[src/fpts_pkg.sv]
// ----------------------------------------------------------------------------
// fpts_pkg
// Types and constants shared by the fixed-priority tick scheduler modules.
// ----------------------------------------------------------------------------
package fpts_pkg;

    localparam int SLOT_W    = 3;
    localparam int BUDGET_W  = 16;
    localparam int PERIOD_W  = 16;
    localparam int RUN_W     = 4;
    localparam int OP_W      = 1;
    localparam int S_FIELD_W = SLOT_W + BUDGET_W + PERIOD_W;
    localparam int S_TDATA_W = ((S_FIELD_W + 7) / 8) * 8;
    localparam int M_TDATA_W = ((RUN_W + 7) / 8) * 8;

    localparam logic [OP_W-1:0] OP_LOAD = 1'b0;
    localparam logic [OP_W-1:0] OP_TICK = 1'b1;

    typedef logic [SLOT_W-1:0]   t_slot;
    typedef logic [BUDGET_W-1:0] t_budget;
    typedef logic [PERIOD_W-1:0] t_period;
    typedef logic [RUN_W-1:0]    t_run;

    typedef struct packed {
        logic    load;
        logic    tick;
        t_slot   slot;
        t_budget budget;
        t_period period;
    } t_cell_ctrl;

endpackage

[src/fpts_cell.sv]
// ----------------------------------------------------------------------------
// fpts_cell
// One task slot: budget, period and release countdown, with its link in the
// priority chain that carries the granted code on to lower-priority slots.
// ----------------------------------------------------------------------------
module fpts_cell #(
    parameter int CELL_IDX = 0
) (
    input  logic                i_clk,
    input  logic                i_rst_n,
    input  fpts_pkg::t_cell_ctrl i_ctrl,
    input  logic                i_claim,
    input  fpts_pkg::t_run      i_code,
    output logic                o_claim,
    output fpts_pkg::t_run      o_code
);
    import fpts_pkg::*;

    localparam t_run CELL_CODE = RUN_W'(CELL_IDX + 1);

    t_budget r_rem, n_rem;
    t_budget r_job, n_job;
    t_period r_period, n_period;
    t_period r_count, n_count;

    logic    w_enabled;
    logic    w_eligible;
    logic    w_grant;
    t_budget w_rem_used;

    assign w_enabled  = (r_period != '0);
    assign w_eligible = w_enabled && (r_rem != '0);
    assign w_grant    = w_eligible && !i_claim;
    assign o_claim    = i_claim || w_eligible;
    assign o_code     = i_claim ? i_code : (w_eligible ? CELL_CODE : '0);
    assign w_rem_used = w_grant ? (r_rem - t_budget'(1)) : r_rem;

    always_comb begin
        n_rem    = r_rem;
        n_job    = r_job;
        n_period = r_period;
        n_count  = r_count;
        if (i_ctrl.load && (int'(i_ctrl.slot) == CELL_IDX)) begin
            n_rem    = i_ctrl.budget;
            n_job    = i_ctrl.budget;
            n_period = i_ctrl.period;
            n_count  = i_ctrl.period;
        end else if (i_ctrl.tick && w_enabled) begin
            n_rem = w_rem_used;
            if (r_count <= t_period'(1)) begin
                // release: reload countdown, refill only a finished job
                n_count = r_period;
                if (w_rem_used == '0) begin
                    n_rem = r_job;
                end
            end else begin
                n_count = r_count - t_period'(1);
            end
        end
    end

    always_ff @(posedge i_clk) begin
        if (!i_rst_n) begin
            r_rem    <= '0;
            r_job    <= '0;
            r_period <= '0;
            r_count  <= '0;
        end else begin
            r_rem    <= n_rem;
            r_job    <= n_job;
            r_period <= n_period;
            r_count  <= n_count;
        end
    end

endmodule

[src/fixed_priority_tick_scheduler.sv]
// ----------------------------------------------------------------------------
// fixed_priority_tick_scheduler
// Preemptive fixed-priority scheduler for periodic tasks, one tick a request.
// ----------------------------------------------------------------------------
// Takes one request per clock cycle while the output can take it: a load
// writes one slot's budget and period and returns nothing; a tick returns
// the granted slot plus one, or 0 when idle, from an output register in the
// next cycle. The rate is one request a cycle, set by the combinational grant
// chain through all TASK_SLOTS cells; a new request is taken while a result
// waits as long as the output register is being drained in the same cycle.
module fixed_priority_tick_scheduler #(
    parameter int TASK_SLOTS = 8
) (
    input  logic                           i_clk,
    input  logic                           i_rst_n,
    input  logic                           i_s_tvalid,
    output logic                           o_s_tready,
    // task_slot[2:0], exec_budget[18:3], task_period[34:19], zero pad
    input  logic [fpts_pkg::S_TDATA_W-1:0] i_s_tdata,
    // operation[0]
    input  logic [fpts_pkg::OP_W-1:0]      i_s_tuser,
    output logic                           o_m_tvalid,
    input  logic                           i_m_tready,
    // running_task[3:0], zero pad
    output logic [fpts_pkg::M_TDATA_W-1:0] o_m_tdata
);
    import fpts_pkg::*;

    logic       w_accept;
    t_cell_ctrl w_ctrl;
    logic       w_claim [TASK_SLOTS+1];
    t_run       w_code  [TASK_SLOTS+1];

    logic r_valid, n_valid;
    t_run r_run, n_run;

    assign o_s_tready = !r_valid || i_m_tready;
    assign w_accept   = i_s_tvalid && o_s_tready;

    assign w_ctrl.load   = w_accept && (i_s_tuser == OP_LOAD);
    assign w_ctrl.tick   = w_accept && (i_s_tuser == OP_TICK);
    assign w_ctrl.slot   = i_s_tdata[SLOT_W-1:0];
    assign w_ctrl.budget = i_s_tdata[SLOT_W +: BUDGET_W];
    assign w_ctrl.period = i_s_tdata[SLOT_W+BUDGET_W +: PERIOD_W];

    assign w_claim[0] = 1'b0;
    assign w_code[0]  = '0;

    for (genvar g = 0; g < TASK_SLOTS; g++) begin : g_cell
        fpts_cell #(
            .CELL_IDX (g)
        ) u_cell (
            .i_clk   (i_clk),
            .i_rst_n (i_rst_n),
            .i_ctrl  (w_ctrl),
            .i_claim (w_claim[g]),
            .i_code  (w_code[g]),
            .o_claim (w_claim[g+1]),
            .o_code  (w_code[g+1])
        );
    end

    always_comb begin
        n_valid = r_valid;
        n_run   = r_run;
        if (w_ctrl.tick) begin
            n_valid = 1'b1;
            n_run   = w_code[TASK_SLOTS];
        end else if (i_m_tready) begin
            n_valid = 1'b0;
        end
    end

    always_ff @(posedge i_clk) begin
        if (!i_rst_n) begin
            r_valid <= 1'b0;
        end else begin
            r_valid <= n_valid;
        end
    end

    always_ff @(posedge i_clk) begin
        r_run <= n_run;
    end

    assign o_m_tvalid = r_valid;
    assign o_m_tdata  = {{(M_TDATA_W-RUN_W){1'b0}}, r_run};

endmodule

[config.mk]
export PLATFORM = sky130hd
export DESIGN_NAME = fixed_priority_tick_scheduler
export DESIGN_NICKNAME = d
export VERILOG_FILES = /design/src/fpts_pkg.sv /design/src/fpts_cell.sv /design/src/fixed_priority_tick_scheduler.sv
export SDC_FILE = /design/constraint.sdc
export NUM_CORES = 2
export LEC_CHECK = 0
export BUFFER_PORTS_ARGS = -buffer_cell sky130_fd_sc_hd__buf_4
export CAP_MARGIN = 20
export CORE_UTILIZATION = 62
export CTS_BUF_LIST = sky130_fd_sc_hd__clkbuf_4
export DETAILED_ROUTE_END_ITERATION = 6
export GPL_TIMING_DRIVEN = 0
export PLACE_DENSITY = 0.85
export SLEW_MARGIN = 20
export SYNTH_ARGS = -nofsm -noshare
export SYNTH_HDL_FRONTEND = slang
export SYNTH_SLANG_ARGS = --single-unit
[constraint.sdc]
create_clock -name i_clk -period 5.1 [get_ports i_clk]
set_input_delay 1.02 -clock i_clk [delete_from_list [all_inputs] [get_ports i_clk]]
set_output_delay 1.02 -clock i_clk [all_outputs]
set_load 0.01 [all_outputs]
Yosys cells after proc, flatten, opt, wreduce, memory -nomap -nowiden
Cells that the tools add are included.
Widths: inputs -> output; s select.
- flip-flop bits (word level): 517
- latch bits: 0
- memory bits (writable): 0
- ROM bits: 0
- input port bits: 45
- logic and storage cells: 229
- memories: 0
- add/sub/neg operators: 16
- multipliers: 0
- div/mod/pow operators: 0
- order comparisons: 8
- eq/ne operators: 7
- shift operators: 0
- muxes and demuxes: 80
- bitwise gates (word level): 1
- reductions and logical operators: 83
- operator list (cell ; count):
    $mux 16 ; 64
    $reduce_bool 16->1 ; 16
    $sub 16x1->16 const B ; 16
    $le 16x1->1 const B ; 8
    $logic_not 16->1 ; 8
    $logic_and 1x1->1 ; 34
    $mux 4 ; 8
    $reduce_bool 2->1 ; 9
    $eq 3x3->1 const B ; 4
    $mux 3 ; 4
    $logic_not 1->1 ; 8
    $logic_or 1x1->1 ; 7
    $eq 3x2->1 const B ; 2
    $mux 2 ; 2
    $eq 3x1->1 const B ; 1
    $logic_not 3->1 ; 1
    $mux 1 ; 2
    $not 1->1 ; 1

Logic depth before layout (Yosys ltp)
- word-level depth: 16
- depth in mapped cells: 15
- gate-level depth less buffers: 11

Cells and area by module
A second synthesis with hierarchy kept.
- cells, all modules: 3787
- area, all modules: 29724.8 um2
- by module, submodules not included (module ; instances ; cells an instance ; area an instance (um2) ; sequential area each (um2)):
    fpts_cell (g_cell[0].u_cell) ; 1 ; 513 ; 3900.0 ; 1281.2
    fpts_cell (g_cell[7].u_cell) ; 1 ; 479 ; 3774.9 ; 1281.2
    fpts_cell (g_cell[1].u_cell) ; 1 ; 483 ; 3757.4 ; 1281.2
    fpts_cell (g_cell[2].u_cell) ; 1 ; 478 ; 3734.8 ; 1281.2
    fpts_cell (g_cell[5].u_cell) ; 1 ; 462 ; 3627.2 ; 1281.2
    fpts_cell (g_cell[4].u_cell) ; 1 ; 462 ; 3619.7 ; 1281.2
    fpts_cell (g_cell[3].u_cell) ; 1 ; 460 ; 3558.4 ; 1281.2
    fpts_cell (g_cell[6].u_cell) ; 1 ; 435 ; 3538.4 ; 1281.2
    fixed_priority_tick_scheduler ; 1 ; 15 ; 214.0 ; 140.1

Worst setup path before layout
No wires, ideal clock.
- path type: flip-flop to flip-flop
- start point: register g_cell[3].u_cell.r_rem[6]
- end point: register g_cell[4].u_cell.r_rem[15]
- setup time: 0.070 ns
- data arrival time: 3.711 ns
- slack: 1.319 ns
- cell stages (with the launch flop): 13
- buffers on the path: 3
- path through: dfxtp_1 > buf_6 > or4_4 > or4_1 > buf_2 > o41a_4 > or4_1 > buf_2 > nor4_2 > xnor2_1 > nand4_1 > or3_1 > a21oi_1
- longest elaborated chain between the ends: 11
- ends and longest elaborated chain (element ; RTL line ; text):
    start, declared ; fpts_cell.sv:21 ; t_budget r_rem, n_rem;
    start signal, assigned ; fpts_cell.sv:69 ; r_rem <= n_rem;
    $reduce_bool 16->1 * ; fpts_cell.sv:32 ; assign w_eligible = w_enabled && (r_rem != '0);
    $logic_and 1x1->1 * ; fpts_cell.sv:32 ;
    $logic_or 1x1->1 * ; fpts_cell.sv:34 ; assign o_claim = i_claim || w_eligible;
    $logic_not 1->1 * ; fpts_cell.sv:33 ; assign w_grant = w_eligible && !i_claim;
    $logic_and 1x1->1 * ; fpts_cell.sv:33 ;
    $mux 16 * ; fpts_cell.sv:36 ; assign w_rem_used = w_grant ? (r_rem - t_budget'(1)) : r_rem;
    $logic_not 16->1 ; fpts_cell.sv:53 ; if (w_rem_used == '0) begin
    $mux 16 ; fpts_cell.sv:53 ;
    $mux 16 * ; fpts_cell.sv:50 ; if (r_count <= t_period'(1)) begin
    $mux 16 * ; fpts_cell.sv:48 ; end else if (i_ctrl.tick && w_enabled) begin
    $mux 16 * ; fpts_cell.sv:43 ; if (i_ctrl.load && (int'(i_ctrl.slot) == CELL_IDX)) begin
    end signal, assigned ; fpts_cell.sv:69 ;
    end, declared ; fpts_cell.sv:21 ;
Every way passes the cells marked *; elsewhere a longest branch is shown, timed or not. The select of a mux whose other input is x is not followed.
A chain may end at the register's enable or synchronous reset.

Final worst setup path
- start point: register g_cell[3].u_cell.r_rem[6]
- end point: register g_cell[7].u_cell.r_rem[3]
- longest elaborated chain between the ends: 14
- ends and longest elaborated chain (element ; RTL line):
    $reduce_bool 16->1 * ; fpts_cell.sv:32
    $logic_and 1x1->1 * ; fpts_cell.sv:32
    $logic_or 1x1->1 * (4 in series) ; fpts_cell.sv:34
    $logic_not 1->1 * ; fpts_cell.sv:33
    $logic_and 1x1->1 * ; fpts_cell.sv:33
    $mux 16 * ; fpts_cell.sv:36
    $logic_not 16->1 ; fpts_cell.sv:53
    $mux 16 ; fpts_cell.sv:53
    $mux 16 * ; fpts_cell.sv:50
    $mux 16 * ; fpts_cell.sv:48
    $mux 16 * ; fpts_cell.sv:43
    end signal, assigned ; fpts_cell.sv:69
    end, declared ; fpts_cell.sv:21
Marks and branches as above.

==> results_dict.tcl <==
set metrics [dict create \
    pin_count 55 \
    synthCells 3643 \
    end_kind "flip-flop" \
    period_minus_slack_ns 4.856 \
    tritoncts "done" \
    async_flop_share 0 \
    synth.avg_cell_area_um2 7.423 \
    drt-vias-per-instance 6.522 \
    die-width_um 210.8 \
    status "finished, final reports clean" \
    place_hpwl_mm 66.23 \
    dieArea_um2 44460 \
    wl_per_cell_um 21.72 \
    die_y_um 210.8 \
    required_ns 5.98 \
    rsz0062_at_grt "false" \
    r2r-start "g_cell[3].u_cell.r_rem[6]" \
    htree_num_levels 4 \
    antenna_found_initial 1 \
    vdd_drop_max_mv 0.2852 \
    wirelength_mm 97.53 \
    ys_types 82 \
    yosys_warnings 0 \
    antenna_left 0 \
    synth_commonest_cells "907 x nand2_1, 513 x dfxtp_1, 343 x a21oi_1, 225 x clkbuf_1, 156 x o21ai_0" \
    synth-edff-count 4 \
    ctsLongestPathBuffers 3 \
    fill_cells 3768 \
    cp_data_arrival_time_ns 5.73 \
    ys_ff_latch 517 \
    grt_pass1_vias 26350 \
    grt_pass1_wl_mm 147.6 \
    critical_path.startpoint "g_cell[3].u_cell.r_rem[6]" \
    maxCapViolations 0 \
    cts.clk_slew.worst_paths_ns 0.07 \
    std_cell_rows 76 \
    synth_area_um2 27040 \
    cellPowerDensity_nw_per_um2 350.3 \
    yosysTopAreaCell "dfxtp_1" \
    drc_errors 0 \
    hold_viol 0 \
    cts-root-buf "clkbuf_4" \
    synth.top_cell.area_share 0.3798 \
    gp_congestion 1.026 \
    utilization 0.6892 \
    start_util 0.6278 \
    post_cts_buffers 0 \
    fin_crit_sh 0.9521 \
    grt_overflow 0 \
    power.leakage_nw 10.47 \
    worstSetupStartpointType "flip-flop" \
    postCtsHoldBufs 0 \
    setup_viol_count_final 0 \
    total_power_mw 10.40 \
    grt_start_max_net_pins 17 \
    first_pass_iters 7 \
    synth.most_common_cell "nand2_1" \
    nets 3871 \
    worstHoldStart "i_s_tdata[14]" \
    slew_viol_final 0 \
    drive_gt1_frac 0.07945 \
    tightest_slew_ns 1.283 \
    fin_skew_ns 0.05134 \
    hp-class "input port to flip-flop" \
    ys_top_cells_by_area "dfxtp_1 38%, nand2_1 13%, a21oi_1 6.3%" \
    cts_sinks 517 \
    core_area_um2 43080 \
    portBuffers 14 \
    drtIter0Drc 3723 \
    synth_ff_type "dfxtp_1" \
    vias 29280 \
    cts_resized 0 \
    hold_slack_ns 0.3466 \
    grtUsageTotal 0.4309 \
    yosysSeqAreaShare 0.3842 \
    fmax_ghz 0.2059 \
    slew_headroom 0.1445 \
    clock_latency_ns 1.05 \
    synthToLayoutAreaGrowth_pct 9.781 \
    cts_buffers 137 \
    crit_fanout 10 \
    crit_type "flip-flop to flip-flop" \
    fin_tns_setup_ns 0 \
]
## final timing paths
kind,end,slack [ns],cells after the start
hold / removal,g_cell[4].u_cell.r_job[11],0.35,3
setup / recovery,g_cell[7].u_cell.r_rem[3],0.24,13
hold reg to reg,g_cell[3].u_cell.r_rem[4],0.43,1
setup reg to reg,g_cell[7].u_cell.r_rem[3],0.24,13
## flip-flops by register name, indices dropped and copies added, names as in the netlist
register	flops
g_cell.u_cell.r_job	128
o_m_tvalid	1
g_cell.u_cell.r_count	128
g_cell.u_cell.r_period	128
g_cell.u_cell.r_rem	128
r_run	4
## stage by stage
stage          setup slack (ns)  std cells  cell area, µm²
3_5_place_dp             0.2458       4247           27910
3_3_place_gp             0.1124       4245           27890
4_1_cts                  0.2496       4487           29650
2_1_floorplan             1.319       3646           27050
6_report                 0.2441       4490           29690
5_1_grt                  0.1020       4488           29680
## report_power, final
| part | switching, mW | leakage, nW | internal, mW |
|---|---|---|---|
| logic | 1.63 | 5.24 | 0.709 |
| registers | 0.112 | 4.18 | 4.15 |
| clock network | 1.85 | 1.04 | 1.96 |
## cells in the final DEF, fill, tap and decap left out, types with 95 or more instances in the layout
master      n
clkbuf_1  222
o211ai_1  134
nor2_1    145
a31oi_1   152
a21oi_1   343
o21ai_0   156
clkbuf_4  194
nor4_1     98
nand3_1    95
dfxtp_1   513
nand2_1   907
## logic make-up after synthesis
logic type / after synthesis / share of synthesized area
flops: 517 / 0.3842
xor+xnor: 123 / 0.03984
fa+ha+maj: 25 / 0.01157
simple gates: 1558 / 0.2627
other cells: 1 / 0.0001387
mux: 4 / 0.001481
buf+inv: 367 / 0.05353
compound gates: 1048 / 0.2465
## critical path, cell delays in order, from the launching register on
cell and delay [ns]:
dfxtp_1 0.31, buf_6 0.13, or4_4 0.55, or4_1 0.40, buf_2 0.17, o41ai_2 0.47, nand3_1 0.37, clkbuf_1 0.40
nor3_2 0.76, a2111oi_0 0.25, nor2_1 0.21, nand4bb_1 0.26, buf_2 0.29, o22ai_1 0.11
## cell type report
| class | instances | area [µm²] | area share |
|---|---|---|---|
| Buffer | 274 | 1102 | 0.03713 |
| Multi-Input combinational cell | 2762 | 15250 | 0.5136 |
| Timing Repair Buffer | 16 | 115.1 | 0.003877 |
| Clock inverter | 46 | 286.5 | 0.009651 |
| Clock buffer | 194 | 1456 | 0.04906 |
| Tap cell | 585 | 732.0 | 0.02466 |
| Antenna cell | 3 | 7.507 | 0.0002529 |
| Sequential cell | 517 | 10390 | 0.3500 |
| Inverter | 93 | 349.1 | 0.01176 |
## routing by layer
layer / wire [µm] / vias up / share of wire / track usage
met3: 12030 / 364 / 0.12 / 0.1130
met1: 38080 / 13510 / 0.39 / 0.5589
met4: 6260 / 0 / 0.064 / 0.2964
met2: 41160 / 1861 / 0.42 / 0.6254
met5: 0 / - / 0 / 0
li1: - / 13550 / - / -
Power figures use the tool's default switching activity.
